File: src/ipgs_pkg.sv
// Shared constants and types of the gain-scheduled incremental PID block
`timescale 1ns / 1ps

package ipgs_pkg;

    localparam int CHANNELS_DEF = 2;
    localparam int REG_CH       = 2;

    localparam int W_MEAS    = 16;
    localparam int W_ERR     = 17;
    localparam int W_DRIVE   = 32;
    localparam int W_CFG     = 48;
    localparam int W_CFG_IDX = 3;
    localparam int W_GAIN    = 16;
    localparam int W_LIM     = 24;
    localparam int W_MUL     = 19;
    localparam int W_PROD    = 2 * W_MUL;

    localparam logic CMD_SAMPLE = 1'b0;
    localparam logic CMD_STOP   = 1'b1;

    typedef enum logic [W_CFG_IDX-1:0] {
        REG_GAINS0  = 3'd0,
        REG_GAINS1  = 3'd1,
        REG_TARGET0 = 3'd2,
        REG_TARGET1 = 3'd3,
        REG_LIMITS0 = 3'd4,
        REG_LIMITS1 = 3'd5
    } t_reg_idx;

    typedef enum logic [2:0] {
        S_IDLE,
        S_CALC,
        S_MULP,
        S_PSEL,
        S_MULPT,
        S_MULI,
        S_MULD,
        S_WB
    } t_state;

    typedef struct packed {
        logic load;
        logic calc;
        logic mul_p;
        logic psel;
        logic mul_pt;
        logic mul_i;
        logic mul_d;
        logic wb;
    } t_dp_cmd;

    typedef struct packed {
        logic in_sample;
        logic out_full;
    } t_dp_stat;

endpackage

File: src/ipgs_in_if.sv
// Sample channel: command, channel and measurement with valid/ready
`timescale 1ns / 1ps

interface ipgs_in_if;
    logic                                valid;
    logic                                ready;
    logic                                cmd;
    logic                                channel;
    logic signed [ipgs_pkg::W_MEAS-1:0]  measurement;

    modport source (output valid, cmd, channel, measurement, input ready);
    modport sink   (input valid, cmd, channel, measurement, output ready);
endinterface

File: src/ipgs_out_if.sv
// Result channel: drive, error and channel with valid/ready
`timescale 1ns / 1ps

interface ipgs_out_if;
    logic                                valid;
    logic                                ready;
    logic signed [ipgs_pkg::W_DRIVE-1:0] drive;
    logic signed [ipgs_pkg::W_ERR-1:0]   error;
    logic                                result_channel;

    modport source (output valid, drive, error, result_channel, input ready);
    modport sink   (input valid, drive, error, result_channel, output ready);
endinterface

File: src/ipgs_mul.sv
// Shared signed multiplier with registered product
`timescale 1ns / 1ps

module ipgs_mul (
    input  logic                                 i_clk,
    input  logic                                 i_en,
    input  logic signed [ipgs_pkg::W_MUL-1:0]    i_a,
    input  logic signed [ipgs_pkg::W_MUL-1:0]    i_b,
    output logic signed [ipgs_pkg::W_PROD-1:0]   o_p
);

    logic signed [ipgs_pkg::W_PROD-1:0] r_p;

    always_ff @(posedge i_clk) begin
        if (i_en) begin
            r_p <= i_a * i_b;
        end
    end

    assign o_p = r_p;

endmodule

File: src/ipgs_ctrl.sv
// Sequencer of the PID block: steps one word through the shared datapath
`timescale 1ns / 1ps

module ipgs_ctrl (
    input  logic               i_clk,
    input  logic               i_rst_n,
    input  logic               i_in_valid,
    output logic               o_in_ready,
    input  ipgs_pkg::t_dp_stat i_stat,
    output ipgs_pkg::t_dp_cmd  o_cmd
);

    ipgs_pkg::t_state r_state;
    ipgs_pkg::t_state n_state;

    always_ff @(posedge i_clk) begin
        if (!i_rst_n) begin
            r_state <= ipgs_pkg::S_IDLE;
        end else begin
            r_state <= n_state;
        end
    end

    always_comb begin
        n_state = r_state;
        unique case (r_state)
            ipgs_pkg::S_IDLE: begin
                if (i_in_valid) begin
                    n_state = i_stat.in_sample ? ipgs_pkg::S_CALC : ipgs_pkg::S_WB;
                end
            end
            ipgs_pkg::S_CALC:  n_state = ipgs_pkg::S_MULP;
            ipgs_pkg::S_MULP:  n_state = ipgs_pkg::S_PSEL;
            ipgs_pkg::S_PSEL:  n_state = ipgs_pkg::S_MULPT;
            ipgs_pkg::S_MULPT: n_state = ipgs_pkg::S_MULI;
            ipgs_pkg::S_MULI:  n_state = ipgs_pkg::S_MULD;
            ipgs_pkg::S_MULD:  n_state = ipgs_pkg::S_WB;
            ipgs_pkg::S_WB: begin
                if (!i_stat.out_full) begin
                    n_state = ipgs_pkg::S_IDLE;
                end
            end
            default: n_state = ipgs_pkg::S_IDLE;
        endcase
    end

    always_comb begin
        o_in_ready    = (r_state == ipgs_pkg::S_IDLE);
        o_cmd         = '0;
        o_cmd.load    = (r_state == ipgs_pkg::S_IDLE) && i_in_valid;
        o_cmd.calc    = (r_state == ipgs_pkg::S_CALC);
        o_cmd.mul_p   = (r_state == ipgs_pkg::S_MULP);
        o_cmd.psel    = (r_state == ipgs_pkg::S_PSEL);
        o_cmd.mul_pt  = (r_state == ipgs_pkg::S_MULPT);
        o_cmd.mul_i   = (r_state == ipgs_pkg::S_MULI);
        o_cmd.mul_d   = (r_state == ipgs_pkg::S_MULD);
        o_cmd.wb      = (r_state == ipgs_pkg::S_WB) && !i_stat.out_full;
    end

endmodule

File: src/ipgs_dp.sv
// Datapath of the PID block: registers, channel state, error terms, accumulation
`timescale 1ns / 1ps

module ipgs_dp #(
    parameter int CHANNELS = ipgs_pkg::CHANNELS_DEF
) (
    input  logic                                  i_clk,
    input  logic                                  i_rst_n,
    input  logic                                  i_cfg_we,
    input  logic [ipgs_pkg::W_CFG_IDX-1:0]        i_cfg_idx,
    input  logic [ipgs_pkg::W_CFG-1:0]            i_cfg_data,
    input  ipgs_pkg::t_dp_cmd                     i_cmd,
    output ipgs_pkg::t_dp_stat                    o_stat,
    input  logic                                  i_in_cmd,
    input  logic                                  i_in_channel,
    input  logic signed [ipgs_pkg::W_MEAS-1:0]    i_in_meas,
    output logic                                  o_out_valid,
    input  logic                                  i_out_ready,
    output logic signed [ipgs_pkg::W_DRIVE-1:0]   o_out_drive,
    output logic signed [ipgs_pkg::W_ERR-1:0]     o_out_error,
    output logic                                  o_out_channel
);

    localparam int NUM_ST = (CHANNELS < ipgs_pkg::REG_CH) ? CHANNELS : ipgs_pkg::REG_CH;
    localparam int W_ACC  = 40;
    localparam int W_M    = ipgs_pkg::W_MUL;
    localparam int W_P    = ipgs_pkg::W_PROD;
    localparam int W_D    = ipgs_pkg::W_DRIVE;
    localparam int W_E    = ipgs_pkg::W_ERR;
    localparam int W_G    = ipgs_pkg::W_GAIN;
    localparam int W_L    = ipgs_pkg::W_LIM;
    localparam int W_MS   = ipgs_pkg::W_MEAS;
    // floor(x / 5) == (x * 52429) >> 18 for every x below 2^18
    localparam logic signed [W_M-1:0] RECIP5 = 19'sd52429;
    localparam int                    P_LSB  = 18;
    localparam logic [W_E-1:0]        NEAR_BAND = 17'd50;
    localparam logic [W_E-1:0]        POM_BAND  = 17'd300;
    localparam logic signed [W_ACC-1:0] SAT_HI = 40'sd2147483647;
    localparam logic signed [W_ACC-1:0] SAT_LO = -40'sd2147483648;

    function automatic logic signed [W_D-1:0] f_sat32(input logic signed [W_ACC-1:0] v);
        logic signed [W_D-1:0] r;
        if (v > SAT_HI) begin
            r = SAT_HI[W_D-1:0];
        end else if (v < SAT_LO) begin
            r = SAT_LO[W_D-1:0];
        end else begin
            r = v[W_D-1:0];
        end
        return r;
    endfunction

    // configuration registers
    logic [ipgs_pkg::W_CFG-1:0]  r_gains  [ipgs_pkg::REG_CH];
    logic signed [W_MS-1:0]      r_target [ipgs_pkg::REG_CH];
    logic [ipgs_pkg::W_CFG-1:0]  r_limits [ipgs_pkg::REG_CH];
    logic                        w_lim_ok;

    assign w_lim_ok = $signed(i_cfg_data[W_L-1:0]) <= $signed(i_cfg_data[2*W_L-1:W_L]);

    always_ff @(posedge i_clk) begin
        if (!i_rst_n) begin
            for (int c = 0; c < ipgs_pkg::REG_CH; c++) begin
                r_gains[c]  <= '0;
                r_target[c] <= '0;
                r_limits[c] <= '0;
            end
        end else if (i_cfg_we) begin
            unique case (ipgs_pkg::t_reg_idx'(i_cfg_idx))
                ipgs_pkg::REG_GAINS0:  r_gains[0]  <= i_cfg_data;
                ipgs_pkg::REG_GAINS1:  r_gains[1]  <= i_cfg_data;
                ipgs_pkg::REG_TARGET0: r_target[0] <= i_cfg_data[W_MS-1:0];
                ipgs_pkg::REG_TARGET1: r_target[1] <= i_cfg_data[W_MS-1:0];
                ipgs_pkg::REG_LIMITS0: begin
                    if (w_lim_ok) begin
                        r_limits[0] <= i_cfg_data;
                    end
                end
                ipgs_pkg::REG_LIMITS1: begin
                    if (w_lim_ok) begin
                        r_limits[1] <= i_cfg_data;
                    end
                end
                default: ;
            endcase
        end
    end

    // captured word
    logic                   r_stop;
    logic                   r_ch;
    logic                   r_valid_ch;
    logic signed [W_MS-1:0] r_meas;
    logic                   w_in_valid_ch;

    assign w_in_valid_ch = ({31'd0, i_in_channel} < 32'(NUM_ST));

    always_ff @(posedge i_clk) begin
        if (i_cmd.load) begin
            r_stop     <= (i_in_cmd == ipgs_pkg::CMD_STOP);
            r_ch       <= i_in_channel;
            r_meas     <= i_in_meas;
            r_valid_ch <= w_in_valid_ch;
        end
    end

    // per-channel state; the error two samples back is the stored previous error
    logic signed [W_E-1:0]  r_err_now   [NUM_ST];
    logic signed [W_E-1:0]  r_err_prev  [NUM_ST];
    logic signed [W_MS-1:0] r_last      [NUM_ST];
    logic signed [W_D-1:0]  r_drive     [NUM_ST];
    logic signed [W_D-1:0]  r_pom       [NUM_ST];

    logic signed [W_E-1:0]  s_err_now;
    logic signed [W_E-1:0]  s_err_prev;
    logic signed [W_MS-1:0] s_last;
    logic signed [W_D-1:0]  s_drive;
    logic signed [W_D-1:0]  s_pom;

    always_comb begin
        s_err_now  = '0;
        s_err_prev = '0;
        s_last     = '0;
        s_drive    = '0;
        s_pom      = '0;
        for (int g = 0; g < NUM_ST; g++) begin
            if (r_ch == 1'(g)) begin
                s_err_now  = r_err_now[g];
                s_err_prev = r_err_prev[g];
                s_last     = r_last[g];
                s_drive    = r_drive[g];
                s_pom      = r_pom[g];
            end
        end
    end

    // selected configuration
    logic [ipgs_pkg::W_CFG-1:0] w_gains;
    logic [ipgs_pkg::W_CFG-1:0] w_limits;
    logic signed [W_MS-1:0]     w_target;
    logic [W_G-1:0]             w_kp;
    logic [W_G-1:0]             w_ki;
    logic [W_G-1:0]             w_kd;

    assign w_gains  = r_gains[r_ch];
    assign w_limits = r_limits[r_ch];
    assign w_target = r_target[r_ch];
    assign w_kp     = w_gains[W_G-1:0];
    assign w_ki     = w_gains[2*W_G-1:W_G];
    assign w_kd     = w_gains[3*W_G-1:2*W_G];

    // error terms and limit tests
    logic signed [W_E-1:0]   w_e;
    logic signed [W_E:0]     w_pe;
    logic signed [W_E+1:0]   w_de;
    logic signed [W_E-1:0]   w_dm;
    logic [W_E-1:0]          w_ae;
    logic signed [W_D-1:0]   w_hi;
    logic signed [W_D-1:0]   w_lo;
    logic                    w_above;
    logic                    w_below;
    logic                    w_ie_ok;
    logic                    w_usepom;
    logic [W_G+1:0]          w_kp3;

    assign w_e     = {w_target[W_MS-1], w_target} - {r_meas[W_MS-1], r_meas};
    assign w_pe    = {w_e[W_E-1], w_e} - {s_err_now[W_E-1], s_err_now};
    assign w_de    = {{2{w_e[W_E-1]}}, w_e} - {s_err_now[W_E-1], s_err_now, 1'b0}
                   + {{2{s_err_prev[W_E-1]}}, s_err_prev};
    assign w_dm    = {r_meas[W_MS-1], r_meas} - {s_last[W_MS-1], s_last};
    assign w_ae    = w_e[W_E-1] ? (17'd0 - w_e) : w_e;
    assign w_hi    = {w_limits[2*W_L-1:W_L], 8'd0};
    assign w_lo    = {w_limits[W_L-1:0], 8'd0};
    assign w_above = s_drive > w_hi;
    assign w_below = !w_above && (s_drive < w_lo);
    assign w_ie_ok = !(w_above || w_below)
                   || (w_above && (w_e[W_E-1] || (w_e == '0)))
                   || (w_below && !w_e[W_E-1]);
    assign w_usepom = (w_above || w_below) && (w_ae < POM_BAND);
    assign w_kp3   = {2'b00, w_kp} + {1'b0, w_kp, 1'b0};

    logic signed [W_E-1:0]   r_e;
    logic signed [W_E:0]     r_pe;
    logic signed [W_E+1:0]   r_de;
    logic signed [W_E-1:0]   r_dm;
    logic signed [W_E-1:0]   r_ie;
    logic                    r_near;
    logic                    r_usepom;
    logic [W_G+1:0]          r_kp3;

    always_ff @(posedge i_clk) begin
        if (i_cmd.calc) begin
            r_e      <= w_e;
            r_pe     <= w_pe;
            r_de     <= w_de;
            r_dm     <= w_dm;
            r_ie     <= w_ie_ok ? w_e : '0;
            r_near   <= (w_ae <= NEAR_BAND);
            r_usepom <= w_usepom;
            r_kp3    <= w_kp3;
        end
    end

    // shared multiplier
    logic signed [W_M-1:0]   w_ma;
    logic signed [W_M-1:0]   w_mb;
    logic                    w_mul_en;
    logic signed [W_P-1:0]   w_prod;
    logic [W_G-1:0]          r_p;
    logic [W_G-1:0]          w_ki_s;
    logic [W_G-1:0]          w_kd_s;

    assign w_ki_s   = r_near ? {1'b0, w_ki[W_G-1:1]} : w_ki;
    assign w_kd_s   = r_near ? {1'b0, w_kd[W_G-1:1]} : w_kd;
    assign w_mul_en = i_cmd.mul_p || i_cmd.mul_pt || i_cmd.mul_i || i_cmd.mul_d;

    always_comb begin
        w_ma = '0;
        w_mb = '0;
        priority if (i_cmd.mul_p) begin
            w_ma = {1'b0, r_kp3};
            w_mb = RECIP5;
        end else if (i_cmd.mul_pt) begin
            w_ma = {3'b000, r_p};
            w_mb = r_usepom ? {{2{r_dm[W_E-1]}}, r_dm} : {r_pe[W_E], r_pe};
        end else if (i_cmd.mul_i) begin
            w_ma = {3'b000, w_ki_s};
            w_mb = {{2{r_ie[W_E-1]}}, r_ie};
        end else if (i_cmd.mul_d) begin
            w_ma = {3'b000, w_kd_s};
            w_mb = r_de;
        end else begin
            w_ma = '0;
            w_mb = '0;
        end
    end

    ipgs_mul u_mul (
        .i_clk (i_clk),
        .i_en  (w_mul_en),
        .i_a   (w_ma),
        .i_b   (w_mb),
        .o_p   (w_prod)
    );

    always_ff @(posedge i_clk) begin
        if (i_cmd.psel) begin
            r_p <= r_near ? w_prod[P_LSB+W_G-1:P_LSB] : w_kp;
        end
    end

    // accumulation
    logic signed [W_ACC-1:0] w_prod40;
    logic signed [W_ACC-1:0] w_pom40;
    logic signed [W_D-1:0]   w_pom_new;
    logic signed [W_D-1:0]   w_drive_new;
    logic signed [W_D-1:0]   r_pom_new;
    logic signed [W_ACC-1:0] r_pterm;
    logic signed [W_ACC-1:0] r_acc;

    assign w_prod40    = {{(W_ACC-W_P){w_prod[W_P-1]}}, w_prod};
    assign w_pom40     = {{(W_ACC-W_D){s_pom[W_D-1]}}, s_pom};
    assign w_pom_new   = f_sat32(w_pom40 - w_prod40);
    assign w_drive_new = f_sat32(r_acc + w_prod40);

    always_ff @(posedge i_clk) begin
        if (i_cmd.mul_i) begin
            r_pom_new <= r_usepom ? w_pom_new : '0;
            r_pterm   <= r_usepom ? {{(W_ACC-W_D){w_pom_new[W_D-1]}}, w_pom_new} : w_prod40;
        end
        if (i_cmd.mul_d) begin
            r_acc <= {{(W_ACC-W_D){s_drive[W_D-1]}}, s_drive} + r_pterm + w_prod40;
        end
    end

    // state write-back
    for (genvar g = 0; g < NUM_ST; g++) begin : g_st
        always_ff @(posedge i_clk) begin
            if (!i_rst_n) begin
                r_err_now[g]   <= '0;
                r_err_prev[g]  <= '0;
                r_last[g]      <= '0;
                r_drive[g]     <= '0;
                r_pom[g]       <= '0;
            end else if (i_cmd.wb && r_valid_ch && (r_ch == 1'(g))) begin
                if (r_stop) begin
                    r_err_now[g]   <= '0;
                    r_err_prev[g]  <= '0;
                    r_last[g]      <= '0;
                    r_drive[g]     <= '0;
                    r_pom[g]       <= '0;
                end else begin
                    r_err_prev[g]  <= r_err_now[g];
                    r_err_now[g]   <= r_e;
                    r_last[g]      <= r_meas;
                    r_drive[g]     <= w_drive_new;
                    r_pom[g]       <= r_pom_new;
                end
            end
        end
    end

    // output register
    logic                  r_out_valid;
    logic signed [W_D-1:0] r_out_drive;
    logic signed [W_E-1:0] r_out_error;
    logic                  r_out_ch;

    always_ff @(posedge i_clk) begin
        if (!i_rst_n) begin
            r_out_valid <= 1'b0;
        end else if (i_cmd.wb) begin
            r_out_valid <= 1'b1;
        end else if (i_out_ready) begin
            r_out_valid <= 1'b0;
        end
    end

    always_ff @(posedge i_clk) begin
        if (i_cmd.wb) begin
            r_out_drive <= (r_valid_ch && !r_stop) ? w_drive_new : '0;
            r_out_error <= (r_valid_ch && !r_stop) ? r_e : '0;
            r_out_ch    <= r_ch;
        end
    end

    assign o_out_valid   = r_out_valid;
    assign o_out_drive   = r_out_drive;
    assign o_out_error   = r_out_error;
    assign o_out_channel = r_out_ch;

    assign o_stat.in_sample = (i_in_cmd == ipgs_pkg::CMD_SAMPLE) && w_in_valid_ch;
    assign o_stat.out_full  = r_out_valid && !i_out_ready;

endmodule

File: src/incremental_pid_gain_scheduled.sv
// Top level of the two-channel gain-scheduled incremental PID controller
// Usage:
//   i_in carries one word per sample: cmd (sample or stop), channel and a
//   signed measurement. o_out returns exactly one word per input word:
//   the saturated Q23.8 drive, the error and the channel it belongs to.
//   Gains, setpoints and output limits are written through i_cfg_we,
//   i_cfg_idx and i_cfg_data; the user must write them only while the
//   block is idle (not enforced); a min-above-max limits write is dropped.
// Sequence:
//   A control sample steps through the calc, P-gain multiply, P-select,
//   P, I and D multiply and write-back states; its result is registered
//   at write-back. A stop word, or a word for a channel that is not built,
//   goes straight to write-back. The single shared multiplier forms the
//   scaled P gain and the P, I and D products one after another.
// Reset:
//   Synchronous reset clears all gains, setpoints, limits and channel state;
//   the block comes up ready with no result pending.
// Backpressure:
//   A finished result sits in the output register; the next word is taken
//   meanwhile, and the block holds at write-back until the register frees.
`timescale 1ns / 1ps

module incremental_pid_gain_scheduled #(
    parameter int CHANNELS = ipgs_pkg::CHANNELS_DEF
) (
    input  logic                               i_clk,
    input  logic                               i_rst_n,
    input  logic                               i_cfg_we,
    input  logic [ipgs_pkg::W_CFG_IDX-1:0]     i_cfg_idx,
    input  logic [ipgs_pkg::W_CFG-1:0]         i_cfg_data,
    ipgs_in_if.sink                            i_in,
    ipgs_out_if.source                         o_out
);

    ipgs_pkg::t_dp_cmd  w_cmd;
    ipgs_pkg::t_dp_stat w_stat;

    // sequencer: owns input ready and paces the datapath
    ipgs_ctrl u_ctrl (
        .i_clk      (i_clk),
        .i_rst_n    (i_rst_n),
        .i_in_valid (i_in.valid),
        .o_in_ready (i_in.ready),
        .i_stat     (w_stat),
        .o_cmd      (w_cmd)
    );

    // datapath: registers, channel state, shared multiplier, output register
    ipgs_dp #(
        .CHANNELS (CHANNELS)
    ) u_dp (
        .i_clk         (i_clk),
        .i_rst_n       (i_rst_n),
        .i_cfg_we      (i_cfg_we),
        .i_cfg_idx     (i_cfg_idx),
        .i_cfg_data    (i_cfg_data),
        .i_cmd         (w_cmd),
        .o_stat        (w_stat),
        .i_in_cmd      (i_in.cmd),
        .i_in_channel  (i_in.channel),
        .i_in_meas     (i_in.measurement),
        .o_out_valid   (o_out.valid),
        .i_out_ready   (o_out.ready),
        .o_out_drive   (o_out.drive),
        .o_out_error   (o_out.error),
        .o_out_channel (o_out.result_channel)
    );

endmodule

File: src/flat_wrapper.sv
// flat-port wrapper written by rule: the top's interface ports become plain ports
module incremental_pid_gain_scheduled_flat 
#(
    parameter int CHANNELS = ipgs_pkg::CHANNELS_DEF
)
  (i_clk, i_rst_n, i_cfg_we, i_cfg_idx, i_cfg_data, i_in_valid, i_in_cmd, i_in_channel, i_in_measurement, i_in_ready, o_out_valid, o_out_drive, o_out_error, o_out_result_channel, o_out_ready);
  ipgs_in_if i_in_i ();
  ipgs_out_if o_out_i ();
  input  logic i_clk;
  input  logic i_rst_n;
  input  logic i_cfg_we;
  input  logic [ipgs_pkg::W_CFG_IDX-1:0] i_cfg_idx;
  input  logic [ipgs_pkg::W_CFG-1:0] i_cfg_data;
  input wire logic [$bits(i_in_i.valid)-1:0] i_in_valid;
  input wire logic [$bits(i_in_i.cmd)-1:0] i_in_cmd;
  input wire logic [$bits(i_in_i.channel)-1:0] i_in_channel;
  input wire logic [$bits(i_in_i.measurement)-1:0] i_in_measurement;
  output wire logic [$bits(i_in_i.ready)-1:0] i_in_ready;
  output wire logic [$bits(o_out_i.valid)-1:0] o_out_valid;
  output wire logic [$bits(o_out_i.drive)-1:0] o_out_drive;
  output wire logic [$bits(o_out_i.error)-1:0] o_out_error;
  output wire logic [$bits(o_out_i.result_channel)-1:0] o_out_result_channel;
  input wire logic [$bits(o_out_i.ready)-1:0] o_out_ready;
  assign i_in_i.valid = i_in_valid;
  assign i_in_i.cmd = i_in_cmd;
  assign i_in_i.channel = i_in_channel;
  assign i_in_i.measurement = i_in_measurement;
  assign i_in_ready = i_in_i.ready;
  assign o_out_valid = o_out_i.valid;
  assign o_out_drive = o_out_i.drive;
  assign o_out_error = o_out_i.error;
  assign o_out_result_channel = o_out_i.result_channel;
  assign o_out_i.ready = o_out_ready;
  incremental_pid_gain_scheduled #(.CHANNELS(CHANNELS)) u_core (.i_clk(i_clk), .i_rst_n(i_rst_n), .i_cfg_we(i_cfg_we), .i_cfg_idx(i_cfg_idx), .i_cfg_data(i_cfg_data), .i_in(i_in_i), .o_out(o_out_i));
endmodule
File: config.mk
export PLATFORM = sky130hd
export DESIGN_NAME = incremental_pid_gain_scheduled_flat
export DESIGN_NICKNAME = d
export VERILOG_FILES = /design/src/ipgs_pkg.sv /design/src/ipgs_in_if.sv /design/src/ipgs_out_if.sv /design/src/ipgs_mul.sv /design/src/ipgs_ctrl.sv /design/src/ipgs_dp.sv /design/src/incremental_pid_gain_scheduled.sv /design/src/flat_wrapper.sv
export SDC_FILE = /design/constraint.sdc
export NUM_CORES = 2
export LEC_CHECK = 0
export BUFFER_PORTS_ARGS = -buffer_cell sky130_fd_sc_hd__buf_2
export CORE_MARGIN = 2
export CORE_UTILIZATION = 58
export CTS_BUF_LIST = sky130_fd_sc_hd__clkbuf_16
export CTS_CLUSTER_DIAMETER = 120
export DETAILED_ROUTE_END_ITERATION = 12
export PLACE_DENSITY = 0.78
export SLEW_MARGIN = 0
export SYNTH_ARGS = -nofsm -noshare
export SYNTH_HDL_FRONTEND = slang
export SYNTH_SLANG_ARGS = --single-unit
File: constraint.sdc
create_clock -name i_clk -period 13.6 [get_ports i_clk]
set_input_delay 0.68 -clock i_clk [delete_from_list [all_inputs] [get_ports i_clk]]
set_output_delay 0.68 -clock i_clk [all_outputs]
set_load 0.02 [all_outputs]
==> run metrics <==
Simple-Gate Fraction of Synth Area=11.84%; cts hold-fix bufs=0; die height=317.2 um; synth warn=0; asr flop ratio synth=0%; initial core utilization=58.67%; Gate Count Post-Synth=5,098; Remaining DRCs=0; Setup crit start kind=register; pwr/cell area=187.2 mW/mm^2; Detail Placement HPWL=118.4 mm; Vias/cell=6.252; routed wire length=159.0 mm; row count=114; Max Slew Vio Count=0; most common cell after layout, fill and taps aside=edfxtp_1; Worst EP arrival=10,480 ps; area leader, netlist=edfxtp_1; IO Pins=126; Seq/Total Area, Yosys=41.97%; delay-heaviest family, CP=adder cells; Post-synth EDFFs=792; mux cell area share after synthesis=5.598%; Fillers=7,454; status=completed; Setup crit end kind=register; Clock Sinks=797; cts bufs inserted=85; CP max stage cell=o21ai_0; clock root cell=clkbuf_16; synthesized area=0.05691 sq mm; Clk Latency, worst-skew pair=700 ps; Die X=317.2 um; FF/Latch Area=0.02389 sq mm; initial antenna violation count=3; Die ar.=0.1006 sq mm; worst min path class=primary input to register; DRT iter0 DRCs=4,424; DP Worst Slack=3650 ps; Max-Cap Viols=0; H-tree Lvls=3; Worst Path Max Fanout=46; post-synthesis compound-gate area fraction=11.71%; clock tree buffer depth=3; top cells by area, synth=edfxtp_1 (42%), fa_1 (12%), ha_1 (9.4%), inv_1 (3.4%), and2_1 (3.0%); critical path class=register to register; WL per Instance=24.37 um; Top cell by count, worst path=fa_1; Max IR drop VDD=0.0001205 V; Tmin final=10,060 ps; clock skew=37.68 ps; P&R area growth vs syn=8.689%; worst hold slack=179.0 ps; Nets=6,017; Yosys reg bits=797; core area=0.09699 sq mm; Post-Layout Cell Count=6,525; Worst slew margin=15.21%; clock-pin slew on the worst setup and hold paths=60 ps; Primary FF master, synth=edfxtp_1; synthesized area per cell=11.16 sq um; largest net degree at the start of global routing=93; CP peak stage delay=830 ps; Setup WS post-layout=3544 ps; Required @ worst endpoint=14,020 ps; Post-Synth XOR/XNOR Area=2.739%; CTS tree=built; final number of setup-violating endpoints=0; Least-Margin Pin Slew=1259 ps; P_leak=26.18 nW; CTS resizes=0; most frequent cells in the layout=edfxtp_1 (792), inv_1 (537), ha_1 (429); dpl cells=6,370; first-pass GRT wire length=239.3 mm; Worst Path Buf+Inv=2; Yosys cell types=88; RSZ-0062 raised after global routing=false; routability congestion estimate=0.9612; TNS Setup=0 ps; endpoints failing hold=0; vias in the first global route=40.09k; number of port buffers=125; Multi-input gate area=0.03043 sq mm; fmax=99.45 MHz; Yosys top cell area share=41.79%; Tcrit/Tclk final=73.94%; GRT Util Overall=31.79%; Congestion Overflow GR=0; First-pass DRT Iterations=6; via count=40.80k; proportion of layout cells with a drive suffix above 1=10.10%; main combinational cell family by area after synthesis=adder cells; Routed Antenna Nets=0; adder-cell area share of the yosys netlist=21.15%; Post-CTS Setup Inserts=0
[synthesized netlist by cell type (20+ instances only)]
| cell type | count |
|---|---|
| clkbuf_1 | 154 |
| and3_1 | 39 |
| nor2_1 | 388 |
| buf_2 | 21 |
| nor2b_1 | 61 |
| mux4_2 | 28 |
| a21boi_0 | 23 |
| o21ai_0 | 197 |
| o21a_1 | 43 |
| xor2_1 | 49 |
| a21oi_1 | 227 |
| fa_1 | 333 |
| nand2b_1 | 40 |
| o211ai_1 | 21 |
| mux2_2 | 114 |
| nand3_1 | 76 |
| o221ai_1 | 23 |
| nor3_1 | 76 |
| or3_1 | 20 |
| ha_1 | 429 |
| and2_1 | 273 |
| mux2i_1 | 127 |
| o21bai_1 | 28 |
| buf_1 | 23 |
| inv_1 | 518 |
| edfxtp_1 | 792 |
| a211oi_1 | 108 |
| nand4_1 | 47 |
| nand2_1 | 301 |
| a21o_1 | 115 |
| xnor2_1 | 129 |
[worst register-to-register path: stages (launching register included)]
cell       delay (ps)
dfxtp_4           540
buf_4             650
mux4_2            400
mux2i_1            80
o21ai_0           830
a22oi_1           150
buf_4             310
and3_1            230
fa_1              510
fa_1              540
fa_1              520
fa_1              520
fa_1              520
fa_1              490
ha_1              310
ha_1              370
a21o_1            190
a21o_1            180
a21oi_1           300
or3b_2            490
o21a_1            280
a2111oi_0         660
o21ai_0           260
a21o_1            210
a21oi_1           190
xnor2_1            80
[through the flow]
| stage | power, mW | cell area [sq um] | util [%] |
|---|---|---|---|
| detailed placement | 9.062 | 58980 | 60.81 |
| CTS | 11.51 | 61840 | 63.76 |
| global placement | 8.956 | 58980 | 60.81 |
| finish | 11.58 | 61850 | 63.77 |
| floorplan | 7.504 | 56970 | - |
| global route | 12.29 | 61850 | 63.77 |
[power breakdown]
group | internal [mW] | switching [mW] | leakage, nW
sequential | 3.20 | 0.223 | 7.69
combinational | 2.14 | 3.61 | 17.0
clock | 1.40 | 1.01 | 1.47
total | 6.74 | 4.84 | 26.2
[area by class of cell]
cell class | count | share of cell area, %
clock buffer | 86 | 3.479
antenna | 1 | 0.004046
sequential | 797 | 38.62
inverter | 519 | 3.150
clock inverter | 68 | 1.155
tap | 1276 | 2.581
timing repair buffer | 189 | 1.808
multi-input combinational | 3589 | 49.20
[worst paths after layout]
check	startpoint	end	slack [ps]	cells past startpoint
min	i_in_measurement[15]	u_core.u_dp.r_meas[15]	180	1
min reg2reg	u_core.u_dp.r_pom_new[22]	u_core.u_dp.r_pom[1][22]	530	1
max	register	u_core.u_dp.u_mul.o_p[34]	3540	25
max reg2reg	register	u_core.u_dp.u_mul.o_p[34]	3540	25
[metal layers]
metal / up-vias / share of wire, % / GRT usage (%)
met1: 20350 / 42 / 44.65
met2: 1843 / 46 / 49.37
met4: 2 / 3.8 / 11.36
met5: - / 0.0082 / 0
li1: 18300 / - / -
met3: 296 / 9.1 / 6.411
[cells by family (layout without fill, tap and decap cells)]
kind of cell,count (synthesis),count (layout)
multiplexers,269,269
buffers and inverters,728,862
flip-flops,797,797
AND/OR/NAND/NOR,1374,1374
adder cells (fa/ha/maj),762,762
XOR/XNOR,178,178
other,2,19
AO/OA/AOI/OAI,988,988
[flip-flops by register name, summed over array words and instances (netlist names), 32 cells and up, named ones only]
name	flops
u_core.u_dp.r_gains	96
u_core.u_dp.r_limits	96
u_core.u_dp.r_drive	64
u_core.u_dp.r_pom	64
u_core.u_dp.r_acc	40
u_core.u_dp.r_pterm	38
u_core.u_dp.u_mul.o_p	38
u_core.u_dp.r_err_now	34
u_core.u_dp.r_err_prev	34
u_core.u_dp.o_out_drive	32
u_core.u_dp.r_last	32
u_core.u_dp.r_pom_new	32
u_core.u_dp.r_target	32
Power figures use the tool's default switching activity.
